<file path="src/rtl/sample_scope_plotter_macros.svh">
// Assertion macros used by the sample scope plotter plotting engine (ssp_back).
`ifndef SAMPLE_SCOPE_PLOTTER_MACROS_SVH
`define SAMPLE_SCOPE_PLOTTER_MACROS_SVH

// The consequent must hold in the same cycle as the antecedent.
`define SSP_ASSERT_NOW(label, clk, rst, ante, cons, msg) \
  label: assert property (@(posedge clk) disable iff (rst) (ante) |-> (cons)) \
    else $error(msg);

// The consequent must hold in the cycle after the antecedent.
`define SSP_ASSERT_NEXT(label, clk, rst, ante, cons, msg) \
  label: assert property (@(posedge clk) disable iff (rst) (ante) |=> (cons)) \
    else $error(msg);

`endif

</file>
<file path="src/rtl/ssp_pkg.sv">
// Types and constants shared by the sample scope plotter modules.
`default_nettype none

package ssp_pkg;

  typedef enum logic [1:0] {
    ACT_BEGIN = 2'd0,
    ACT_PLOT  = 2'd1,
    ACT_CLEAR = 2'd2,
    ACT_READ  = 2'd3
  } action_t;

  localparam logic [1:0] ST_CONTINUE = 2'd0;
  localparam logic [1:0] ST_STOPPED  = 2'd1;
  localparam logic [1:0] ST_DONE     = 2'd2;

  localparam logic REG_MAIN_VOLUME  = 1'b0;
  localparam logic REG_SCOPE_HEIGHT = 1'b1;

  localparam int IN_DATA_W  = 80;
  localparam int IN_USER_W  = 2;
  localparam int OUT_DATA_W = 32;
  localparam int RES_W      = 28;

  // The queue depth must be a power of two so that the pointers wrap freely.
  localparam int QUEUE_DEPTH = 4;
  localparam int QPTR_W      = $clog2(QUEUE_DEPTH);

  localparam logic [6:0] SVOL_MAX = 7'd127;

  typedef enum logic [2:0] {
    B_IDLE,
    B_MUL2,
    B_ROW,
    B_WRITE,
    B_CLEAR,
    B_READ
  } back_state_t;

  typedef struct packed {
    action_t            kind;
    logic [8:0]         x_start;
    logic [8:0]         column_count;
    logic [6:0]         scaled_volume;
    logic [15:0]        sample_words;
    logic               short_sample;
    logic [15:0]        repeat_words;
    logic signed [7:0]  sample_value;
    logic [11:0]        read_index;
  } cmd_t;

  typedef struct packed {
    logic [7:0]  read_data;
    logic        next_in_loop;
    logic [16:0] next_offset;
    logic [1:0]  status;
  } res_t;

endpackage

`default_nettype wire

</file>
<file path="src/rtl/ssp_queue.sv">
// Short command queue between the front end and the plotting engine.
`default_nettype none

module ssp_queue (
  input  wire logic          clk,
  input  wire logic          rst,
  input  wire logic          push,
  input  wire ssp_pkg::cmd_t push_data,
  output logic               full,
  input  wire logic          pop,
  output ssp_pkg::cmd_t      head,
  output logic               not_empty
);

  ssp_pkg::cmd_t                 entries [ssp_pkg::QUEUE_DEPTH];
  logic [ssp_pkg::QPTR_W-1:0]    wr_ptr;
  logic [ssp_pkg::QPTR_W-1:0]    rd_ptr;
  logic [ssp_pkg::QPTR_W:0]      count;
  logic                          do_push;
  logic                          do_pop;

  assign full      = (count == (ssp_pkg::QPTR_W + 1)'(ssp_pkg::QUEUE_DEPTH));
  assign not_empty = (count != '0);
  assign do_push   = push && !full;
  assign do_pop    = pop && not_empty;
  assign head      = entries[rd_ptr];

  always_ff @(posedge clk) begin
    if (rst) begin
      wr_ptr <= '0;
      rd_ptr <= '0;
      count  <= '0;
    end else begin
      if (do_push) begin
        wr_ptr <= wr_ptr + 1'b1;
      end
      if (do_pop) begin
        rd_ptr <= rd_ptr + 1'b1;
      end
      if (do_push && !do_pop) begin
        count <= count + 1'b1;
      end else if (do_pop && !do_push) begin
        count <= count - 1'b1;
      end
    end
  end

  always_ff @(posedge clk) begin
    if (do_push) begin
      entries[wr_ptr] <= push_data;
    end
  end

endmodule

`default_nettype wire

</file>
<file path="config.mk">
export PLATFORM = sky130hd
export DESIGN_NAME = ssp_queue
export DESIGN_NICKNAME = d
export VERILOG_FILES = /design/src/rtl/sample_scope_plotter_macros.svh /design/src/rtl/ssp_pkg.sv /design/src/rtl/ssp_queue.sv
export SDC_FILE = /design/constraint.sdc
export NUM_CORES = 1
export LEC_CHECK = 0
export ABC_CLOCK_PERIOD_IN_PS = 4800
export BUFFER_PORTS_ARGS = -buffer_cell sky130_fd_sc_hd__buf_2
export CAP_MARGIN = 20
export CORE_ASPECT_RATIO = 0.8
export CORE_MARGIN = 10
export CORE_UTILIZATION = 40
export DETAILED_ROUTE_END_ITERATION = 16
export PLACE_DENSITY_LB_ADDON = 0.15
export SETUP_SLACK_MARGIN = 0.1
export SYNTH_ARGS = -nofsm -noshare
export SYNTH_HDL_FRONTEND = slang
export SYNTH_SLANG_ARGS = --single-unit
export TNS_END_PERCENT = 30
</file>
<file path="constraint.sdc">
create_clock -name clk -period 4.8 [get_ports clk]
set_clock_uncertainty 0.2 [all_clocks]
set_input_delay 0.96 -clock clk [delete_from_list [all_inputs] [get_ports clk]]
set_output_delay 0.96 -clock clk [all_outputs]
set_load 0.1 [all_outputs]
</file>
==> results.json <==
{
  "status": "finished, final reports clean",
  "maxCapViolCount": 0,
  "start_kind": "flip-flop",
  "yosysUniqueCellTypes": 22,
  "cts.repair.resized": 0,
  "die_area_um2": 37600,
  "ys_warn_count": 0,
  "hp-start": "wr_ptr[1]$_SDFFE_PP0P_",
  "crit_chain": "buf_12 > mux4_2 > buf_2",
  "numCtsBuffers": 34,
  "avgSynthCellArea_um2": 26.0,
  "slew_viol_final": 0,
  "dp.cells": 1025,
  "syn-cell-area_um2": 12100,
  "ctsHoldBuffers": 0,
  "clkSinkCount": 329,
  "relSlewSlack_pct": 47.2,
  "syn_nets": 556,
  "rr_startpoint": "count[0]$_SDFFE_PP0P_",
  "drtPass1Iterations": 6,
  "avgRoutedWirePerCell_um": 21.5,
  "layout-drive-gt1-share_pct": 45.6,
  "dp_hpwl_um": 14700,
  "cp_max_fo": 48,
  "ys_async_sr_fraction_pct": 0,
  "synth_common_cells": "edfxtp_1 (320), mux4_2 (80), dfxtp_1 (9)",
  "required_ns": 3.64,
  "tightest_slew_ns": 0.792,
  "boundaryPins": 166,
  "gp_congestion": 0.700,
  "synth_top_cell_area_share_pct": 79.4,
  "cts-root-buf": "clkbuf_16",
  "port-buffer-count": 165,
  "initial_core_util_pct": 40.9,
  "holdWs_ns": 0.322,
  "ant_nets": 0,
  "ctsHtreeMaxLevel": 2,
  "grt_pass1_vias": 5859,
  "core-area_um2": 29600,
  "worstSetupEndpointType": "output pin",
  "vias": 5332,
  "min_delay_path_depth": 2,
  "cpMaxStageDelayCell": "dfxtp_4",
  "antenna_found_initial": 6,
  "grt_start_max_net_pins": 56,
  "num_rows": 56,
  "yosysMostFrequentCell": "edfxtp_1",
  "routed_wl_um": 23400,
  "synth.area.top_cells": "edfxtp_1 (79%), mux4_2 (15%), dfxtp_1 (1.5%), buf_12 (1.3%), ha_1 (0.52%)",
  "cp_slowest_stage_delay_ns": 0.69,
  "areaGrowthSynthToFinish_pct": 20.3,
  "r2r_cells": 4,
  "hold_path.class": "flip-flop to flip-flop",
  "finalSetupTns_ns": 0,
  "finalSetupViolCount": 0,
  "synth.largest_area_cell": "edfxtp_1",
  "nets": 745,
  "arrival_ns": 2.34,
  "ys.flop_type": "edfxtp_1",
  "instances_no_fill": 1088,
  "rsz0062_at_grt": "no",
  "layout_min_cycle_time_ns": 3.50,
  "reg2reg_to": "entries[2][7]$_DFFE_PP_",
  "rrSetupSlack_ns": 2.22,
  "clock_latency_ns": 0.49,
  "cts.clk_slew.worst_paths_ns": 0.06,
  "min_to": "wr_ptr[1]$_SDFFE_PP0P_",
  "cp.buffers_inverters": 2,
  "grt_overflow": 0,
  "drc": 0,
  "track_usage_pct": 12.3,
  "post_cts_buffers": 0,
  "grt_pass1_wl_um": 35500,
  "synthCells": 466,
  "max_freq_mhz": 285,
  "drtIter0Drc": 292,
  "synth_seq_area_share_pct": 80.9,
  "nFillCells": 2436,
  "clockBufferDepth": 3,
  "cts_tree": "yes",
  "synth_enable_flop_cells": 320,
  "die_x_um": 214,
  "die_h_um": 176,
  "worstSetupPathType": "flip-flop to output pin",
  "period_share_pct": 73.0,
  "hold_viol": 0,
  "ys_seq_elements": 329,
  "routed_via_density": 4.90,
  "path_delay_family": "buffers and inverters"
}
## worst register-to-register path, cell delays in order, from the launching register on
cell and delay [ns]:
dfxtp_1 0.47, nor3b_2 0.11, nor2_1 0.36, and2_4 0.70
buf_12 0.41
## cells by family (layout without fill, tap and decap cells)
family / Yosys count / after routing / synth area share, %
xor gates and xnor gates: 4 / 4 / 0.290
AOI/OAI and AO/OA: 6 / 6 / 0.341
adders and majority gates: 6 / 6 / 0.683
muxes: 82 / 82 / 15.1
DFF: 329 / 329 / 80.9
buffers and inverters: 23 / 233 / 1.93
other: 0 / 6 / 0
and+or+nand+nor: 16 / 16 / 0.755
## layout make-up
type / count / area (µm²) / share of cell area (%)
antenna: 6 / 15.0 / 0.103
clock buffer: 46 / 970 / 6.67
sequential: 329 / 9800 / 67.3
timing repair buffer: 172 / 953 / 6.55
clock inverter: 11 / 206 / 1.42
tap: 406 / 508 / 3.49
inverter: 4 / 15.0 / 0.103
multi-input combinational: 114 / 2080 / 14.3
## cell usage in the layout (no fill, tap or decap), drive strengths merged
master and instances:
a21oi 2, and2 4, buf 172, bufinv 6
clkbuf 46, clkinv 4, clkinvlp 1, dfxtp 9
diode 6, edfxtp 320, fa 1, ha 5
inv 4, mux2i 2, mux4 80, nand2b 2
nor2 6, nor3b 1, o21ai 2, o311ai 1
o31ai 1, or3 3, xor2 4
## state kept, by name, indices dropped and copies added, names as in the netlist, named ones only
signal / flops
entries: 320
count: 3
rd_ptr: 2
wr_ptr: 2
## per-layer routing
layer  global-route usage, %  vias up  share of wire, %
met5                       0        -             0.056
met4                    2.80        2               1.3
met3                    4.29       28               7.0
met2                    19.4      152                47
met1                    16.0     2770                44
li1                        -     2380                 -
## worst max path at each step
| stage | slack [ns] | from | to | depth (start not counted) |
|---|---|---|---|---|
| after floorplan | 0.94 | count[1]$_SDFFE_PP0P_ | entries[0][0]$_DFFE_PP_ | 3 |
| after global placement | 1.73 | push | entries[2][11]$_DFFE_PP_ | 5 |
| after detailed placement | 1.68 | push | entries[2][13]$_DFFE_PP_ | 5 |
| after CTS | 1.26 | flip-flop | head[25] | 3 |
| after global routing | 1.19 | flip-flop | head[45] | 3 |
| final | 1.30 | flip-flop | head[47] | 3 |
## stage by stage
stage                     utilization (%)  worst slack [ns]  cell area [µm²]
after floorplan                         -             0.936            12100
after global placement               45.2              1.73            13400
after CTS                            49.1              1.26            14500
final                                49.2              1.30            14500
after global routing                 49.2              1.19            14500
after detailed placement             45.2              1.68            13400
Power is not shown: default switching activity piles up to over one toggle a cycle in this logic, so the estimate is an artifact.
