$ cat config.mk
export PLATFORM = sky130hd
export DESIGN_NAME = ssp_front
export DESIGN_NICKNAME = d
export VERILOG_FILES = /design/src/rtl/sample_scope_plotter_macros.svh /design/src/rtl/ssp_pkg.sv /design/src/rtl/ssp_front.sv
export SDC_FILE = /design/constraint.sdc
export NUM_CORES = 1
export LEC_CHECK = 0
export BUFFER_PORTS_ARGS = -buffer_cell sky130_fd_sc_hd__buf_2
export CELL_PAD_IN_SITES_DETAIL_PLACEMENT = 1
export CELL_PAD_IN_SITES_GLOBAL_PLACEMENT = 1
export CORE_MARGIN = 4
export CORE_UTILIZATION = 34
export DETAILED_ROUTE_END_ITERATION = 10
export GPL_TIMING_DRIVEN = 0
export MAX_ROUTING_LAYER = met4
export PLACE_DENSITY = 0.77
export SYNTH_ARGS = -nofsm -noshare
export SYNTH_HDL_FRONTEND = slang
export SYNTH_SLANG_ARGS = --single-unit
$ cat constraint.sdc
create_clock -name clk -period 4.1 [get_ports clk]
set_clock_uncertainty 0.05 [all_clocks]
set_input_delay 0.205 -clock clk [delete_from_list [all_inputs] [get_ports clk]]
set_output_delay 0.205 -clock clk [all_outputs]
set_load 0.005 [all_outputs]
$ cat src/rtl/sample_scope_plotter_macros.svh
// Assertion macros used by the sample scope plotter plotting engine (ssp_back).
`ifndef SAMPLE_SCOPE_PLOTTER_MACROS_SVH
`define SAMPLE_SCOPE_PLOTTER_MACROS_SVH

// The consequent must hold in the same cycle as the antecedent.
`define SSP_ASSERT_NOW(label, clk, rst, ante, cons, msg) \
  label: assert property (@(posedge clk) disable iff (rst) (ante) |-> (cons)) \
    else $error(msg);

// The consequent must hold in the cycle after the antecedent.
`define SSP_ASSERT_NEXT(label, clk, rst, ante, cons, msg) \
  label: assert property (@(posedge clk) disable iff (rst) (ante) |=> (cons)) \
    else $error(msg);

`endif

$ cat src/rtl/ssp_pkg.sv
// Types and constants shared by the sample scope plotter modules.
`default_nettype none

package ssp_pkg;

  typedef enum logic [1:0] {
    ACT_BEGIN = 2'd0,
    ACT_PLOT  = 2'd1,
    ACT_CLEAR = 2'd2,
    ACT_READ  = 2'd3
  } action_t;

  localparam logic [1:0] ST_CONTINUE = 2'd0;
  localparam logic [1:0] ST_STOPPED  = 2'd1;
  localparam logic [1:0] ST_DONE     = 2'd2;

  localparam logic REG_MAIN_VOLUME  = 1'b0;
  localparam logic REG_SCOPE_HEIGHT = 1'b1;

  localparam int IN_DATA_W  = 80;
  localparam int IN_USER_W  = 2;
  localparam int OUT_DATA_W = 32;
  localparam int RES_W      = 28;

  // The queue depth must be a power of two so that the pointers wrap freely.
  localparam int QUEUE_DEPTH = 4;
  localparam int QPTR_W      = $clog2(QUEUE_DEPTH);

  localparam logic [6:0] SVOL_MAX = 7'd127;

  typedef enum logic [2:0] {
    B_IDLE,
    B_MUL2,
    B_ROW,
    B_WRITE,
    B_CLEAR,
    B_READ
  } back_state_t;

  typedef struct packed {
    action_t            kind;
    logic [8:0]         x_start;
    logic [8:0]         column_count;
    logic [6:0]         scaled_volume;
    logic [15:0]        sample_words;
    logic               short_sample;
    logic [15:0]        repeat_words;
    logic signed [7:0]  sample_value;
    logic [11:0]        read_index;
  } cmd_t;

  typedef struct packed {
    logic [7:0]  read_data;
    logic        next_in_loop;
    logic [16:0] next_offset;
    logic [1:0]  status;
  } res_t;

endpackage

`default_nettype wire

$ cat src/rtl/ssp_front.sv
// Front end: accepts input words, decodes them and hands commands to the queue.
`default_nettype none

module ssp_front (
  input  wire logic                           clk,
  input  wire logic                           rst,
  input  wire logic                           hold,
  input  wire logic                           in_valid,
  output logic                                in_ready,
  input  wire logic [ssp_pkg::IN_DATA_W-1:0]  in_data,
  input  wire logic [ssp_pkg::IN_USER_W-1:0]  in_user,
  input  wire logic [6:0]                     main_volume,
  input  wire logic                           q_full,
  output logic                                q_push,
  output ssp_pkg::cmd_t                       q_data
);

  logic          f_valid;
  ssp_pkg::cmd_t f_data;
  ssp_pkg::cmd_t decoded;
  logic [13:0]   vol_prod;
  logic [7:0]    vol_shift;
  logic          accept;

  assign q_push   = f_valid && !q_full;
  assign in_ready = !hold && (!f_valid || !q_full);
  assign accept   = in_valid && in_ready;
  assign q_data   = f_data;

  always_comb begin
    vol_prod  = in_data[24:18] * main_volume;
    vol_shift = vol_prod[13:6];
    decoded.kind          = ssp_pkg::action_t'(in_user);
    decoded.x_start       = in_data[8:0];
    decoded.column_count  = in_data[17:9];
    decoded.scaled_volume = (vol_shift > {1'b0, ssp_pkg::SVOL_MAX}) ?
                            ssp_pkg::SVOL_MAX : vol_shift[6:0];
    decoded.sample_words  = in_data[40:25];
    decoded.short_sample  = (in_data[40:25] < 16'd2);
    decoded.repeat_words  = in_data[56:41];
    decoded.sample_value  = $signed(in_data[64:57]);
    decoded.read_index    = in_data[76:65];
  end

  always_ff @(posedge clk) begin
    if (rst) begin
      f_valid <= 1'b0;
    end else if (accept) begin
      f_valid <= 1'b1;
    end else if (q_push) begin
      f_valid <= 1'b0;
    end
  end

  always_ff @(posedge clk) begin
    if (accept) begin
      f_data <= decoded;
    end
  end

endmodule

`default_nettype wire

==> flow_metrics.env <==
export IMPL_cts_root_buf="clkbuf_16"
export IMPL_clk_pin_slew_ns=0.07
export IMPL_max_cap_viol_count=0
export IMPL_routedWlPerCell_um=20.0
export IMPL_power_leakage_nw=2.68
export IMPL_finalCritPeriodShare_pct=95.6
export IMPL_syn_area_um2=4100
export IMPL_syn_avg_cell_area_um2=15.1
export IMPL_yosys_area_top_type="edfxtp_1"
export IMPL_worst_pin_slew_ns=0.384
export IMPL_ys_types=43
export IMPL_drt_initial_drc_count=185
export IMPL_p_total_w=0.00266
export IMPL_multi_input_area_um2=1630
export IMPL_worstPathArrival_ns=3.95
export IMPL_synth_seq_cells=81
export IMPL_power_density_nw_per_um2=438
export IMPL_crit_required_ns=4.13
export IMPL_setup_viol=0
export IMPL_rows=39
export IMPL_grt_max_degree=58
export IMPL_drc=0
export IMPL_drive_gt1_share_pct=40.7
export IMPL_core_area_um2=11600
export IMPL_endpoint_kind="flip-flop"
export IMPL_timing_final_max_slew_violations=0
export IMPL_ys_warn_count=0
export IMPL_wl_mm=13.2
export IMPL_synth_seq_area_share_pct=59.2
export IMPL_synth_top_area_share_pct=58.7
export IMPL_reg2reg_from="f_valid$_SDFFE_PP0P_"
export IMPL_synth_top_cells_by_area="edfxtp_1 (59%), fa_1 (11%), ha_1 (9.2%)"
export IMPL_period_minus_slack_ns=3.92
export IMPL_hold_violations=0
export IMPL_initial_core_util_pct=35.3
export IMPL_die_area_um2=13900
export IMPL_cts_sinks=81
export IMPL_clk_latency_ns=0.33
export IMPL_dieHeight_um=118
export IMPL_htree_levels=3
export IMPL_route_vias_total=3214
export IMPL_reg2reg_depth=3
export IMPL_syn_inst=272
export IMPL_hpwl_mm=8.80
export IMPL_cts_tree="built"
export IMPL_final_antenna_net_count=0
export IMPL_numCtsBuffers=9
export IMPL_antenna_found_initial=2
export IMPL_viasPerCell=4.85
export IMPL_tns_ns=0
export IMPL_async_flop_share_pct=0
export IMPL_dr_pass1_iters=4
export IMPL_start_kind="input port"
export IMPL_num_io_pins=176
export IMPL_grt_overflow=0
export IMPL_n_fill_cell=1230
export IMPL_ir_drop_v=0.000212
export IMPL_fin_nets=660
export IMPL_hold_path_depth=1
export IMPL_cp_max_fo=7
export IMPL_crit_start="in_data[21]"
export IMPL_place_gp_congestion=0.786
export IMPL_critPathKind="in2reg"
export IMPL_ys_flop_type="edfxtp_1"
export IMPL_rsz0062_at_grt="no"
export IMPL_outcome="complete, no violations"
export IMPL_min_delay_start="in_data[30]"
export IMPL_grt_pass1_wl_mm=19.9
export IMPL_grt_pass1_vias=3408
export IMPL_area_growth_pct=48.6
export IMPL_dieWidth_um=118
export IMPL_timing_fmax_mhz=255
export IMPL_holdCritPathClass="in2reg"
export IMPL_cts_path_max_buffers=2
export IMPL_portBuffers=172
export IMPL_grt_usage_pct=19.0
export IMPL_synth_fp_nets=419
export IMPL_synth_edff_count=80
export IMPL_relSlewSlack_pct=74.4
export IMPL_regArea_um2=2420
## cells in the mapped netlist (2+ instances only)
master    number
ha_1          30
fa_1          23
o21a_1         4
nand4_1        2
xor2_1         3
nor3_1         3
nor2_1         4
nor4_1         4
nand2_1       21
a21oi_2        3
inv_1         20
edfxtp_1      80
a21oi_1        5
and2_1        36
buf_2          2
nor2b_1        2
o21ai_1        3
xnor2_1        2
## logic make-up (layout without fill, tap and decap cells)
logic type | count (synthesis) | count (layout) | synth area share [%]
adders and majority gates | 53 | 53 | 20.4
and+or+nand+nor | 79 | 79 | 10.7
muxes | 1 | 1 | 0.244
other | 0 | 2 | 0
DFF | 81 | 81 | 59.2
xor gates and xnor gates | 6 | 6 | 1.47
AOI/OAI and AO/OA | 29 | 29 | 5.84
buffers and inverters | 23 | 269 | 2.17
## stage by stage
| step | util (%) | cells | hold WS, ns | instance area, um2 | worst slack [ns] |
|---|---|---|---|---|---|
| final | 52.4 | 663 | 0.0128 | 6090 | 0.182 |
| after floorplan | - | 272 | 0.227 | 4100 | 0.0234 |
| after global routing | 52.4 | 663 | -0.00526 | 6090 | 0.00610 |
| after detailed placement | 44.5 | 588 | 0.330 | 5160 | -0.433 |
| after global placement | 44.2 | 587 | 0.314 | 5130 | -0.428 |
| after CTS | 51.3 | 651 | 0.0000789 | 5960 | 0.101 |
## layout by cell type, fill, tap and decap left out, types with 2 or more instances in the layout
master and count:
buf_2 174, edfxtp_1 80, dlygate4sd3_1 55, and2_1 35, ha_1 29, fa_1 23
nand2_1 21, inv_1 20, clkbuf_16 9, a21oi_1 4, nor4_1 4, a21oi_2 4
nor2_1 4, o21a_1 4, nor3_1 3, xor2_1 3, diode_2 2, nor2b_1 2
nand4_1 2, o21ai_2 2, o21ai_1 2, xnor2_1 2, clkinvlp_4 2, inv_6 2
## per-layer routing
layer	up-vias	track usage (%)	routed length [um]	part of all wire (%)
li1	1466	-	-	-
met1	1606	20.8	5010	38
met2	122	33.5	7120	54
met3	20	5.91	847	6.4
met4	0	5.42	261	2.0
met5	-	-	0	0
## critical path, cell delays in order
cell and delay, ns:
buf_2 0.14, and2_1 0.18, fa_1 0.53, inv_1 0.05
fa_1 0.47, inv_1 0.05, fa_1 0.52, inv_1 0.05
fa_1 0.53, inv_1 0.07, ha_4 0.26, a21oi_2 0.15
o21ai_2 0.10, a21o_1 0.21, a211oi_4 0.21, buf_6 0.16
o21ai_1 0.07
## area by class of cell
type                       instances  share of cell area, %
clock inverter                     7                   1.27
timing repair buffer             230                   24.0
clock buffer                       9                   3.70
buffer                             2                  0.164
sequential                        81                   39.8
antenna                            2                 0.0822
tap                              143                   2.94
multi-input combinational        168                   26.8
inverter                          21                   1.30
## registers in the layout, indices dropped and copies added (netlist names)
name     flops
q_data      80
f_valid      1
## power breakdown
| part | switching [W] | total, W | leakage [nW] | internal, W |
|---|---|---|---|---|
| combinational | 0.000446 | 0.000831 | 1.79 | 0.000384 |
| sequential | 0.0000158 | 0.00101 | 0.756 | 0.000994 |
| clock | 0.000345 | 0.000823 | 0.142 | 0.000478 |
| total | 0.000807 | 0.00266 | 2.68 | 0.00186 |
## path summary, 6_finish.rpt
check	to	slack (ns)
worst max-delay path	q_data[59]$_SDFFCE_PN1P_	0.18
worst min register to register	f_valid$_SDFFE_PP0P_	0.55
worst min-delay path	q_data[42]$_DFFE_PP_	0.01
worst max register to register	q_data[15]$_DFFE_PP_	2.42
## timing repair
item,CTS,global route
setup endpoints to repair,6,7
hold buffers,46,9
pin swaps,1,2
buffers inserted,1,1
hold endpoints to repair,46,9
gates resized for setup,4,3
No activity file was read; power rests on OpenSTA's default activity.
